<file path="config.mk">
export PLATFORM = sky130hd
export DESIGN_NAME = neighbor_position_table
export DESIGN_NICKNAME = d
export VERILOG_FILES = /design/src/rtl/npt_pkg.sv /design/src/rtl/npt_dpath.sv /design/src/rtl/npt_ctrl.sv /design/src/rtl/neighbor_position_table.sv
export SDC_FILE = /design/constraint.sdc
export NUM_CORES = 2
export LEC_CHECK = 0
export ABC_AREA = 1
export BUFFER_PORTS_ARGS = -buffer_cell sky130_fd_sc_hd__buf_2
export CORE_MARGIN = 5
export CORE_UTILIZATION = 60
export DETAILED_ROUTE_END_ITERATION = 6
export PLACE_DENSITY = 0.77
export REMOVE_ABC_BUFFERS = 1
export SKIP_CTS_REPAIR_TIMING = 1
export SKIP_LAST_GASP = 1
export SLEW_MARGIN = 40
export SYNTH_ARGS = -nofsm -noshare
export SYNTH_HDL_FRONTEND = slang
export SYNTH_SLANG_ARGS = --single-unit
</file>
<file path="constraint.sdc">
create_clock -name clk -period 27.7 [get_ports clk]
set_input_delay 5.54 -clock clk [delete_from_list [all_inputs] [get_ports clk]]
set_output_delay 5.54 -clock clk [all_outputs]
set_load 0.01 [all_outputs]
</file>
<file path="src/rtl/npt_pkg.sv">
package npt_pkg;

  // field widths
  localparam int ADDR_W     = 32;
  localparam int TIME_W     = 48;
  localparam int POS_W      = 32;
  localparam int OP_W       = 3;
  localparam int STATUS_W   = 2;
  localparam int IN_DATA_W  = 224;
  localparam int OUT_DATA_W = 176;

  // most words a list request gives
  localparam int MAX_RESULTS = 16;
  localparam int LIST_CW     = $clog2(MAX_RESULTS + 1);

  // request codes
  localparam logic [OP_W-1:0] OP_SET    = 3'd0;
  localparam logic [OP_W-1:0] OP_GET    = 3'd1;
  localparam logic [OP_W-1:0] OP_REMOVE = 3'd2;
  localparam logic [OP_W-1:0] OP_AGE    = 3'd3;
  localparam logic [OP_W-1:0] OP_CLEAR  = 3'd4;
  localparam logic [OP_W-1:0] OP_LIST   = 3'd5;

  // result status codes
  localparam logic [STATUS_W-1:0] ST_OK   = 2'd0;
  localparam logic [STATUS_W-1:0] ST_MISS = 2'd1;
  localparam logic [STATUS_W-1:0] ST_FULL = 2'd2;

  // kind of walk over the slots
  typedef enum logic [1:0] {
    PASS_FIND = 2'd0,
    PASS_AGE  = 2'd1,
    PASS_OLD  = 2'd2,
    PASS_LIST = 2'd3
  } pass_t;

  // one stored neighbor
  typedef struct packed {
    logic [ADDR_W-1:0] addr;
    logic [TIME_W-1:0] stamp;
    logic [POS_W-1:0]  x;
    logic [POS_W-1:0]  y;
    logic [POS_W-1:0]  z;
  } slot_t;

  // controller to datapath
  typedef struct packed {
    logic                load;
    logic                scan_start;
    logic                scan_run;
    pass_t               pass_kind;
    logic                apply_set;
    logic                apply_remove;
    logic                clear_all;
    logic                fetch;
    logic                take_best;
    logic                out_load;
    logic [STATUS_W-1:0] out_status;
    logic                out_pos;
    logic                out_lst;
    logic                out_last;
  } npt_cmd_t;

  // datapath to controller
  typedef struct packed {
    logic [OP_W-1:0] op;
    logic            scan_done;
    logic            hit;
    logic            free;
    logic            best_found;
    logic            have_pend;
    logic            list_near;
    logic            out_free;
  } npt_stat_t;

endpackage

</file>
<file path="src/rtl/npt_dpath.sv">
module npt_dpath #(
  parameter int ENTRIES = 16
) (
  input  logic                          clk,
  input  logic                          rst_n,
  input  logic [npt_pkg::OP_W-1:0]      in_tuser,
  input  logic [npt_pkg::IN_DATA_W-1:0] in_tdata,
  output logic                          out_tvalid,
  input  logic                          out_tready,
  output logic [npt_pkg::OUT_DATA_W-1:0] out_tdata,
  output logic [npt_pkg::STATUS_W-1:0]  out_tuser,
  output logic                          out_tlast,
  input  npt_pkg::npt_cmd_t             cmd,
  output npt_pkg::npt_stat_t            stat
);
  import npt_pkg::*;

  localparam int IW = $clog2(ENTRIES);
  localparam int CW = $clog2(ENTRIES + 1);

  // request registers
  logic [OP_W-1:0]   op_r;
  logic [ADDR_W-1:0] addr_r;
  logic [TIME_W-1:0] now_r;
  logic [TIME_W-1:0] cut_r;
  logic [POS_W-1:0]  px_r, py_r, pz_r;

  // table
  logic [ENTRIES-1:0] valid_r;
  slot_t              mem [ENTRIES];
  slot_t              rd_q;

  // walk
  logic [CW-1:0] cnt_r;
  logic          eval_en_r;
  logic [IW-1:0] eval_idx_r;
  logic          rd_en;
  logic [IW-1:0] rd_addr;

  // accumulators
  logic               hit_r, free_r;
  logic [IW-1:0]      hit_idx_r, free_idx_r;
  logic [TIME_W-1:0]  min_r;
  logic               best_found_r;
  logic [ADDR_W-1:0]  best_r;
  logic [LIST_CW-1:0] n_r;
  logic [ADDR_W-1:0]  pend_addr_r;

  // output register
  logic                out_valid_r;
  logic [STATUS_W-1:0] out_status_r;
  logic [POS_W-1:0]    ox_r, oy_r, oz_r;
  logic [ADDR_W-1:0]   olst_r;
  logic [TIME_W-1:0]   oold_r;
  logic                olast_r;

  logic          ev_valid;
  logic          find_hit, find_free, age_kill, old_less, list_cand;
  logic          wr_en;
  logic [IW-1:0] wr_idx;
  logic          out_free;

  // latch request
  always_ff @(posedge clk) begin
    if (cmd.load) begin
      op_r   <= in_tuser;
      addr_r <= in_tdata[31:0];
      now_r  <= in_tdata[79:32];
      cut_r  <= in_tdata[127:80];
      px_r   <= in_tdata[159:128];
      py_r   <= in_tdata[191:160];
      pz_r   <= in_tdata[223:192];
    end
  end

  // slot evaluation for the current walk
  assign ev_valid  = valid_r[eval_idx_r];
  assign find_hit  = eval_en_r && (cmd.pass_kind == PASS_FIND) && ev_valid &&
                     (rd_q.addr == addr_r);
  assign find_free = eval_en_r && (cmd.pass_kind == PASS_FIND) && !ev_valid;
  assign age_kill  = eval_en_r && (cmd.pass_kind == PASS_AGE) && ev_valid &&
                     (rd_q.stamp <= cut_r);
  assign old_less  = eval_en_r && (cmd.pass_kind == PASS_OLD) && ev_valid &&
                     (rd_q.stamp < min_r);
  assign list_cand = eval_en_r && (cmd.pass_kind == PASS_LIST) && ev_valid &&
                     ((n_r == '0) || (rd_q.addr > pend_addr_r)) &&
                     (!best_found_r || (rd_q.addr < best_r));

  assign wr_en  = cmd.apply_set && (hit_r || free_r);
  assign wr_idx = hit_r ? hit_idx_r : free_idx_r;

  assign rd_en   = cmd.fetch || (cmd.scan_run && (cnt_r < CW'(ENTRIES)));
  assign rd_addr = cmd.fetch ? hit_idx_r : cnt_r[IW-1:0];

  // slot memory, one write and one registered read a cycle
  always_ff @(posedge clk) begin
    if (wr_en) begin
      mem[wr_idx] <= '{addr: addr_r, stamp: now_r, x: px_r, y: py_r, z: pz_r};
    end
    if (rd_en) begin
      rd_q <= mem[rd_addr];
    end
  end

  // valid bits
  always_ff @(posedge clk) begin
    if (!rst_n) begin
      valid_r <= '0;
    end else begin
      if (cmd.clear_all) begin
        valid_r <= '0;
      end
      if (age_kill) begin
        valid_r[eval_idx_r] <= 1'b0;
      end
      if (cmd.apply_remove && hit_r) begin
        valid_r[hit_idx_r] <= 1'b0;
      end
      if (wr_en) begin
        valid_r[wr_idx] <= 1'b1;
      end
    end
  end

  // walk counter: read slot k, evaluate it in the next cycle
  always_ff @(posedge clk) begin
    if (!rst_n) begin
      cnt_r      <= '0;
      eval_en_r  <= 1'b0;
      eval_idx_r <= '0;
    end else if (cmd.scan_start) begin
      cnt_r     <= '0;
      eval_en_r <= 1'b0;
    end else if (cmd.scan_run) begin
      if (cnt_r < CW'(ENTRIES)) begin
        cnt_r      <= cnt_r + 1'b1;
        eval_en_r  <= 1'b1;
        eval_idx_r <= cnt_r[IW-1:0];
      end else begin
        eval_en_r <= 1'b0;
      end
    end
  end

  // accumulators
  always_ff @(posedge clk) begin
    if (!rst_n) begin
      hit_r        <= 1'b0;
      free_r       <= 1'b0;
      best_found_r <= 1'b0;
      n_r          <= '0;
    end else begin
      if (cmd.scan_start) begin
        case (cmd.pass_kind)
          PASS_FIND: begin
            hit_r  <= 1'b0;
            free_r <= 1'b0;
          end
          PASS_OLD:  min_r <= '1;
          PASS_LIST: best_found_r <= 1'b0;
          default:   ;
        endcase
      end else begin
        if (find_hit) begin
          hit_r     <= 1'b1;
          hit_idx_r <= eval_idx_r;
        end
        if (find_free && !free_r) begin
          free_r     <= 1'b1;
          free_idx_r <= eval_idx_r;
        end
        if (old_less) begin
          min_r <= rd_q.stamp;
        end
        if (list_cand) begin
          best_found_r <= 1'b1;
          best_r       <= rd_q.addr;
        end
      end
      if (cmd.load) begin
        n_r <= '0;
      end else if (cmd.take_best) begin
        n_r         <= n_r + 1'b1;
        pend_addr_r <= best_r;
      end
    end
  end

  // output register
  assign out_free = !out_valid_r || out_tready;

  always_ff @(posedge clk) begin
    if (!rst_n) begin
      out_valid_r <= 1'b0;
    end else if (cmd.out_load) begin
      out_valid_r <= 1'b1;
    end else if (out_tready) begin
      out_valid_r <= 1'b0;
    end
  end

  always_ff @(posedge clk) begin
    if (cmd.out_load) begin
      out_status_r <= cmd.out_status;
      ox_r         <= cmd.out_pos ? rd_q.x : '0;
      oy_r         <= cmd.out_pos ? rd_q.y : '0;
      oz_r         <= cmd.out_pos ? rd_q.z : '0;
      olst_r       <= cmd.out_lst ? pend_addr_r : '0;
      oold_r       <= min_r;
      olast_r      <= cmd.out_last;
    end
  end

  assign out_tvalid = out_valid_r;
  assign out_tdata  = {oold_r, olst_r, oz_r, oy_r, ox_r};
  assign out_tuser  = out_status_r;
  assign out_tlast  = olast_r;

  // status to controller
  assign stat.op         = op_r;
  assign stat.scan_done  = (cnt_r == CW'(ENTRIES)) && !eval_en_r;
  assign stat.hit        = hit_r;
  assign stat.free       = free_r;
  assign stat.best_found = best_found_r;
  assign stat.have_pend  = (n_r != '0);
  assign stat.list_near  = (n_r == LIST_CW'(MAX_RESULTS - 1));
  assign stat.out_free   = out_free;

  // a word is never loaded over one still waiting
  a_load_free: assert property (@(posedge clk) disable iff (!rst_n)
    cmd.out_load |-> out_free)
    else $error("output word overwritten");

  // an address is stored in one slot at most
  a_single_hit: assert property (@(posedge clk) disable iff (!rst_n)
    find_hit |-> !hit_r)
    else $error("address found in two slots");

  // listed addresses strictly ascend
  a_list_order: assert property (@(posedge clk) disable iff (!rst_n)
    (cmd.take_best && (n_r != '0)) |-> (best_r > pend_addr_r))
    else $error("list order broken");

  // a position read follows a hit
  a_fetch_hit: assert property (@(posedge clk) disable iff (!rst_n)
    cmd.fetch |-> hit_r)
    else $error("fetch without hit");

endmodule

</file>
<file path="src/rtl/npt_ctrl.sv">
module npt_ctrl (
  input  logic               clk,
  input  logic               rst_n,
  input  logic               in_tvalid,
  output logic               in_tready,
  input  npt_pkg::npt_stat_t stat,
  output npt_pkg::npt_cmd_t  cmd
);
  import npt_pkg::*;

  typedef enum logic [10:0] {
    S_IDLE   = 11'b000_0000_0001,
    S_DECODE = 11'b000_0000_0010,
    S_FIND   = 11'b000_0000_0100,
    S_APPLY  = 11'b000_0000_1000,
    S_AGE    = 11'b000_0001_0000,
    S_OLD    = 11'b000_0010_0000,
    S_FETCH  = 11'b000_0100_0000,
    S_EMIT   = 11'b000_1000_0000,
    S_LSCAN  = 11'b001_0000_0000,
    S_LSTEP  = 11'b010_0000_0000,
    S_LFIN   = 11'b100_0000_0000
  } state_t;

  state_t state_r, state_nxt;
  logic   get_hit;

  assign get_hit = (stat.op == OP_GET) && stat.hit;

  always_ff @(posedge clk) begin
    if (!rst_n) begin
      state_r <= S_IDLE;
    end else begin
      state_r <= state_nxt;
    end
  end

  // next state and commands
  always_comb begin
    state_nxt = state_r;
    cmd       = '0;
    in_tready = 1'b0;
    case (state_r)
      S_IDLE: begin
        in_tready = 1'b1;
        if (in_tvalid) begin
          cmd.load  = 1'b1;
          state_nxt = S_DECODE;
        end
      end
      S_DECODE: begin
        cmd.scan_start = 1'b1;
        case (stat.op)
          OP_SET, OP_GET, OP_REMOVE: begin
            cmd.pass_kind = PASS_FIND;
            state_nxt     = S_FIND;
          end
          OP_AGE: begin
            cmd.pass_kind = PASS_AGE;
            state_nxt     = S_AGE;
          end
          OP_CLEAR: begin
            cmd.clear_all = 1'b1;
            cmd.pass_kind = PASS_OLD;
            state_nxt     = S_OLD;
          end
          default: begin
            cmd.pass_kind = PASS_OLD;
            state_nxt     = S_OLD;
          end
        endcase
      end
      S_FIND: begin
        cmd.scan_run  = 1'b1;
        cmd.pass_kind = PASS_FIND;
        if (stat.scan_done) begin
          state_nxt = S_APPLY;
        end
      end
      S_APPLY: begin
        cmd.apply_set    = (stat.op == OP_SET);
        cmd.apply_remove = (stat.op == OP_REMOVE);
        cmd.scan_start   = 1'b1;
        cmd.pass_kind    = PASS_OLD;
        state_nxt        = S_OLD;
      end
      S_AGE: begin
        cmd.scan_run  = 1'b1;
        cmd.pass_kind = PASS_AGE;
        if (stat.scan_done) begin
          cmd.scan_run   = 1'b0;
          cmd.scan_start = 1'b1;
          cmd.pass_kind  = PASS_OLD;
          state_nxt      = S_OLD;
        end
      end
      S_OLD: begin
        cmd.scan_run  = 1'b1;
        cmd.pass_kind = PASS_OLD;
        if (stat.scan_done) begin
          if (stat.op == OP_LIST) begin
            cmd.scan_run   = 1'b0;
            cmd.scan_start = 1'b1;
            cmd.pass_kind  = PASS_LIST;
            state_nxt      = S_LSCAN;
          end else if (get_hit) begin
            state_nxt = S_FETCH;
          end else begin
            state_nxt = S_EMIT;
          end
        end
      end
      S_FETCH: begin
        cmd.fetch = 1'b1;
        state_nxt = S_EMIT;
      end
      S_EMIT: begin
        if (stat.out_free) begin
          cmd.out_load = 1'b1;
          cmd.out_last = 1'b1;
          cmd.out_pos  = get_hit;
          case (stat.op)
            OP_SET:            cmd.out_status = (stat.hit || stat.free) ? ST_OK : ST_FULL;
            OP_GET, OP_REMOVE: cmd.out_status = stat.hit ? ST_OK : ST_MISS;
            OP_AGE, OP_CLEAR:  cmd.out_status = ST_OK;
            default:           cmd.out_status = ST_MISS;
          endcase
          state_nxt = S_IDLE;
        end
      end
      S_LSCAN: begin
        cmd.scan_run  = 1'b1;
        cmd.pass_kind = PASS_LIST;
        if (stat.scan_done) begin
          state_nxt = S_LSTEP;
        end
      end
      S_LSTEP: begin
        cmd.pass_kind = PASS_LIST;
        if (stat.best_found) begin
          // the word found before is not the last one
          if (!stat.have_pend || stat.out_free) begin
            cmd.out_load   = stat.have_pend;
            cmd.out_status = ST_OK;
            cmd.out_lst    = 1'b1;
            cmd.take_best  = 1'b1;
            if (stat.list_near) begin
              state_nxt = S_LFIN;
            end else begin
              cmd.scan_start = 1'b1;
              state_nxt      = S_LSCAN;
            end
          end
        end else if (stat.out_free) begin
          // nothing more: close the list
          cmd.out_load   = 1'b1;
          cmd.out_last   = 1'b1;
          cmd.out_lst    = stat.have_pend;
          cmd.out_status = stat.have_pend ? ST_OK : ST_MISS;
          state_nxt      = S_IDLE;
        end
      end
      S_LFIN: begin
        if (stat.out_free) begin
          cmd.out_load   = 1'b1;
          cmd.out_last   = 1'b1;
          cmd.out_lst    = 1'b1;
          cmd.out_status = ST_OK;
          state_nxt      = S_IDLE;
        end
      end
      default: state_nxt = S_IDLE;
    endcase
  end

endmodule

</file>
<file path="src/rtl/neighbor_position_table.sv">
// Channel | Direction | tdata (low bit up)                               | tuser  | tlast
// in_     | input     | address, now_time, cutoff_time, pos_x/y/z_in     | op     | -
// out_    | output    | pos_x/y/z_out, listed_address, oldest_stamp      | status | last
//
// One request at a time; a walk reads one slot a cycle.
// Set, remove, get: find walk, apply step, oldest-stamp walk, then a position read on a get hit;
// age out: age walk and oldest-stamp walk; clear and unused codes one walk. List: oldest-stamp
// walk, then a walk per listed address and one closing walk, 16 list walks at most.
// Reset (rst_n low, synchronous) empties the table at once; no clearing pass.
// A stalled output word holds; the next request is taken while the last word waits.
module neighbor_position_table #(
  parameter int ENTRIES = 16
) (
  input  logic                           clk,
  input  logic                           rst_n,
  input  logic                           in_tvalid,
  output logic                           in_tready,
  // address[31:0], now_time[79:32], cutoff_time[127:80], pos_x_in[159:128],
  // pos_y_in[191:160], pos_z_in[223:192]
  input  logic [npt_pkg::IN_DATA_W-1:0]  in_tdata,
  // op[2:0]
  input  logic [npt_pkg::OP_W-1:0]       in_tuser,
  output logic                           out_tvalid,
  input  logic                           out_tready,
  // pos_x_out[31:0], pos_y_out[63:32], pos_z_out[95:64], listed_address[127:96],
  // oldest_stamp[175:128]
  output logic [npt_pkg::OUT_DATA_W-1:0] out_tdata,
  // status[1:0]
  output logic [npt_pkg::STATUS_W-1:0]   out_tuser,
  output logic                           out_tlast
);
  import npt_pkg::*;

  npt_cmd_t  cmd;
  npt_stat_t stat;

  // sequencer
  npt_ctrl u_ctrl (
    .clk       (clk),
    .rst_n     (rst_n),
    .in_tvalid (in_tvalid),
    .in_tready (in_tready),
    .stat      (stat),
    .cmd       (cmd)
  );

  // slot store, walk logic and output register
  npt_dpath #(
    .ENTRIES (ENTRIES)
  ) u_dpath (
    .clk        (clk),
    .rst_n      (rst_n),
    .in_tuser   (in_tuser),
    .in_tdata   (in_tdata),
    .out_tvalid (out_tvalid),
    .out_tready (out_tready),
    .out_tdata  (out_tdata),
    .out_tuser  (out_tuser),
    .out_tlast  (out_tlast),
    .cmd        (cmd),
    .stat       (stat)
  );

endmodule

</file>
* After elaboration in Yosys (flattened, before gate mapping)
Memories as Yosys holds them, arrays and structs flattened. A register that Yosys moved wholly into a read port is not among the register bits.
Index checks and enable logic that the tools add are counted.
** Word-level totals
- Output and inout port bits :: 181
- Bits in writable memories :: 2816
- Bits in registers :: 572
- Memories kept :: 1
- Word-level logic and storage cells :: 230
- Input port bits :: 231
** Memories
- u_dpath.mem :: words 16, bits a word 176, read ports 1, clocked after memory_dff 1, wr ports 1, RTL line npt_dpath.sv:30 : slot_t mem [ENTRIES];
** Cells by class
- Multiplexer cells :: 84
- $lt $le $gt $ge :: 11
- Add/sub/neg operators :: 2
- Equality and inequality tests :: 31
- Bitwise operators :: 8
- Reductions and logical operators :: 64
** Operators by type and width (count)
- $mux W48 :: 3
- $mux W16 :: 7
- $pmux W11 S10 :: 1
- $mux W11 :: 9
- $le A48 B48 Y1 :: 1
- $lt A48 B48 Y1 :: 1
- $mux W1 :: 35
- $and A16 B16 Y16 :: 2
- $eq A32 B32 Y1 :: 1
- $gt A32 B32 Y1 :: 1
- $lt A32 B32 Y1 :: 1
- $not A16 Y16 :: 2
- $mux W4 :: 7
- $logic_and A1 B1 Y1 :: 23
- $reduce_and A3 Y1 :: 6
- $or A16 B16 Y16 :: 1
- $reduce_or A2 Y1 :: 8
- $lt A4 B5 Y1 const B :: 3
- $demux W1 S4 :: 3
- $ge A4 B1 Y1 const B :: 3
- $pmux W6 S2 :: 1
- $eq A11 B1 Y1 const B :: 1
- $eq A11 B10 Y1 const B :: 1
- $eq A11 B11 Y1 const B :: 1
- 43 further kinds :: 78

* Logic depth before layout (Yosys ltp)
- Depth after elaboration :: 15
- Depth in mapped cells :: 18
- Mapped depth without buffers :: 17

* Modules after synthesis
A second synthesis with hierarchy kept.
** Unflattened totals
- Cells, all modules :: 10046
- Area total of the unflattened synthesis :: 138713.0 µm²
** By module, submodules not included
- npt_dpath :: cells an instance 9868, times used 1, seq. area each 106342.0 µm², area each 137654.5 µm²
- npt_ctrl :: cells an instance 178, times used 1, seq. area each 220.2 µm², area each 1058.5 µm²

* Worst setup path after synthesis
Ideal clock, no wire load.
- Kind :: input to register
- Start :: input port in_tvalid
- End :: register u_dpath.addr_r[0] (enable)
- Buffers on the path :: 0
- Data arrival time :: 15.000 ns
- Stages :: 2
- Slack :: 11.881 ns
- Library setup time :: 0.819 ns
- Data required time :: 26.881 ns
- Path through :: inv_1 -> nor2_1
** RTL lines
- start: declaration :: RTL line neighbor_position_table.sv:16 : input logic in_tvalid,
- end signal: assignment :: RTL line npt_dpath.sv:67 : addr_r <= in_tdata[31:0];
- end: declaration :: RTL line npt_dpath.sv:23 : logic [ADDR_W-1:0] addr_r;

* Worst setup path in the final report
- Start :: register u_ctrl.state_r[7]
- End :: output port in_tready
** On the way
- Word-level cells in the longest chain between the ends :: 2
** RTL lines
- start: declaration :: RTL line npt_ctrl.sv:25 : state_t state_r, state_nxt;
- start signal: assignment :: RTL line npt_ctrl.sv:34 : state_r <= state_nxt;
- $eq A11 B1 Y1 :: RTL line npt_ctrl.sv:43 : case (state_r)
- $mux W1 :: RTL line npt_ctrl.sv:43
- end: declaration :: RTL line neighbor_position_table.sv:17 : output logic in_tready,
Every way passes these cells.

==> impl_results.md <==
- Status: finished with violations
- Failing checks: DRC
- EDFF count, synth: 3518
- Core area: around 0.24 mm²
- Unrepaired setup endpoints after global routing: no
- Clk_skew: 80.2 ps
- Final min period: 7750 ps
- Clock root cell: clkbuf_16
- Mapped Area: around 0.14 mm²
- CTS Sinks: 3564
- Initial Utilization: 60.2%
- Worst-path fanout max: 4
- CP Launch Type: register
- Cell breakdown of the critical path: nor2_1 -> nand2_1 -> inv_1 -> nand2_1 -> nor2_1 -> buf_2
- All-Layer GR Usage: 29.3%
- Worst Hold Depth: 0
- DP HPWL: approximately 190000 µm
- Least-Margin Pin Slew: ~900 ps
- Element type at the critical path end: output port
- Total power draw: 11.2 mW
- Synthesis Warnings: 0
- Post-route ant nets: 0
- # rows: 178
- Reg-to-Reg Start: u_ctrl.state_r[7]
- CP Depth: 6
- Slowest cell on crit path: dfxtp_1
- Sw Pwr: ~2.2 mW
- End point of the critical path: in_tready
- Clk_lat worst skew: 980 ps
- Setup violations, final: 0
- Nets: between 10000 and 15000
- Filler cell count: 15536
- Worst path buffer plus inverter count: 2
- FMAX: ~0.13 GHz
- Worst r2r path cells: 10
- CP delay by family, top: simple AND/OR/NAND/NOR gates
- Pwr Density: 70.3 mW/mm²
- Sequential share of power: a little under three fifths
- Post-Syn Instances: between 10000 and 15000
- DIE AREA: around 0.25 mm²
- CP required: roughly 22000 ps
- Total Wirelength: 367000 µm
- Routed len/inst: between 20 and 25 µm
- Logic gate share of total power: 1.5%
- Total number of vias: slightly above 90000
- I/O Pins: ~400
- Share of layout cells above drive strength 1: 10.2%
- Initial antenna violation count: 5
- Yosys reg bits: 3564
- Syn avg cell area: 12.7 µm²
- Clock power share: 43.4%
- Fin Setup TNS: 0 ps
- Highest metal used: met5
- WL met3: ~43000 µm
- Setup WS post-layout: 19950 ps
- Slew headroom: 39.6%
- GPL Wtd Cong: around 0.86
- Unique masters post-synth: 45
- Port Buffer Count: 411
- Net Sw Frac: 20.1%
- Die Y: 496 µm
- Critical path class: register to output port
- Worst vdd ir: 52.0 µV
- DRC viols: 1
- TritonRoute pass-1 iters: 7
- Sequential area share after synthesis: 75.2%
- First-pass GRT wire length: between 500000 and 600000 µm
- Fin crit share: 28.0%
- Placed cell area: 0.147 mm²
- Ys async rst share: 0%
- Hold Path Class: register to register
- Largest stage delay, worst path: 340 ps
- Leak: about 57 nW
- Area growth, synth to finish: 12.2%
- M1 WL: between 100000 and 150000 µm
- Die W: 496 µm
- Slew Viols, Final: 0
- CTS Buffer Depth: 4
- Max Cap Viol: 0
- Clock transition at path regs: 60 ps
- Pint: 8.93 mW
- Setup WS pre-CTS: 19240 ps
- Largest net degree at the start of global routing: 205
- TritonCTS buffer count: roughly 370
- Vias per std cell: roughly 6
- # H-tree levels: 5
- Critical path arrival: 2210 ps
- DRT iter0 DRCs: 13371
- Flop-to-flop setup slack: roughly 22000 ps
- Post-Layout Inst Area: 0.159 mm²
- Gr ovfl total: 0
- Main synth FF type: edfxtp_1
- TritonCTS clock tree: done
- Routed met2 length: 172000 µm
- R2r endpoint: u_dpath.mem[5][4]
- Vias in the first global route: approximately 90000
- Final hold vios: 0
- CP Launch Point: u_ctrl.state_r[7]
## Yosys cell counts (5+ instances only)
master,number,area share [%]
a211oi_1,5,0.027
a21oi_1,467,1.7
a31oi_1,7,0.031
buf_1,19,0.050
buf_2,438,1.5
buf_4,44,0.23
buf_6,9,0.072
clkbuf_1,101,0.27
dfxtp_1,46,0.65
edfxtp_1,3518,75
ha_1,163,1.4
inv_1,399,1.1
inv_2,5,0.013
nand2_1,3030,8.0
nand3_1,2013,7.1
nand4_1,17,0.075
nor2_1,327,0.87
nor3_1,38,0.13
nor4_1,5,0.022
o211ai_1,24,0.13
o21a_1,10,0.053
o21ai_0,146,0.52
o21ai_1,24,0.085
o21bai_1,6,0.032
o22ai_1,23,0.10
or2_1,155,0.68
or2_2,57,0.25
xnor2_1,11,0.068
xor2_1,9,0.056
## layout by cell type, fill, tap and decap left out, types with 69 or more instances in the layout
| master | n |
|---|---|
| edfxtp_1 | 3518 |
| clkbuf_16 | 374 |
| nand2_1 | 3028 |
| a21oi_1 | 466 |
| or2_1 | 155 |
| clkinv_2 | 69 |
| inv_1 | 397 |
| o21ai_0 | 146 |
| clkinv_1 | 69 |
| ha_1 | 163 |
| nor2_1 | 308 |
| buf_2 | 411 |
| nand3_1 | 2013 |
## power by group through the flow
stage	Sequential, mW	Clock (mW)	Combinational [mW]
floorplan	6.23	0	0.140
global placement	6.26	0	0.154
detailed placement	6.27	0	0.163
CTS	6.16	4.89	0.164
global route	6.17	5.11	0.184
finish	6.16	4.84	0.168
## sequential cells by signal, indices dropped and copies added, names as in the netlist, 48 cells and up
register / count
u_dpath.oold_r: 48
u_dpath.min_r: 48
u_dpath.cut_r: 48
u_dpath.rd_q: 176
u_dpath.now_r: 48
u_dpath.mem: 2816
## through the flow
step / hold slack, ps / std cells / util (%)
floorplan: 426 / 10532 / -
global placement: 433 / 14209 / 62.1
detailed placement: 433 / 14237 / 62.4
CTS: 438 / 14885 / 67.4
global route: 457 / 14897 / 67.6
finish: 441 / 14899 / 67.6
## layer usage
layer / vias to the layer above / track usage (%)
met4: 2 / 12.0
met1: 44395 / 40.8
met2: 6071 / 46.5
met5: - / 0
met3: 954 / 5.23
li1: 40124 / -
## area by class of cell
type,instances,area [µm²],share of cell area [%]
clock buffer,434,9600,6.04
antenna,2,5.00,0.00315
clock inverter,214,2130,1.34
inverter,406,1550,0.977
sequential,3564,107000,67.1
timing repair buffer,567,4410,2.77
multi-input combinational,6562,30700,19.3
tap,3150,3940,2.48
## kinds of logic (layout without fill, tap and decap cells)
logic type      after synthesis  in the layout  share of synthesized area (%)
simple gates               5657           5657                           17.3
flops                      3564           3564                           75.2
buf+inv                    1017           1621                           3.25
compound gates              722            722                           2.68
fa+ha+maj                   163            163                           1.44
xor+xnor                     20             20                          0.124
other cells                   0              2                              0
## worst min-delay path by stage
stage	from	slack, ps	endpoint
floorplan	u_dpath.rd_q[144]	430	u_dpath.best_r[0]
global placement	u_dpath.best_r[16]	430	u_dpath.pend_addr_r[16]
detailed placement	u_dpath.best_r[16]	430	u_dpath.pend_addr_r[16]
CTS	u_dpath.min_r[4]	440	u_dpath.oold_r[4]
global route	u_dpath.best_r[1]	460	u_dpath.pend_addr_r[1]
finish	u_dpath.best_r[16]	440	u_dpath.pend_addr_r[16]
Power figures use the tool's default switching activity.
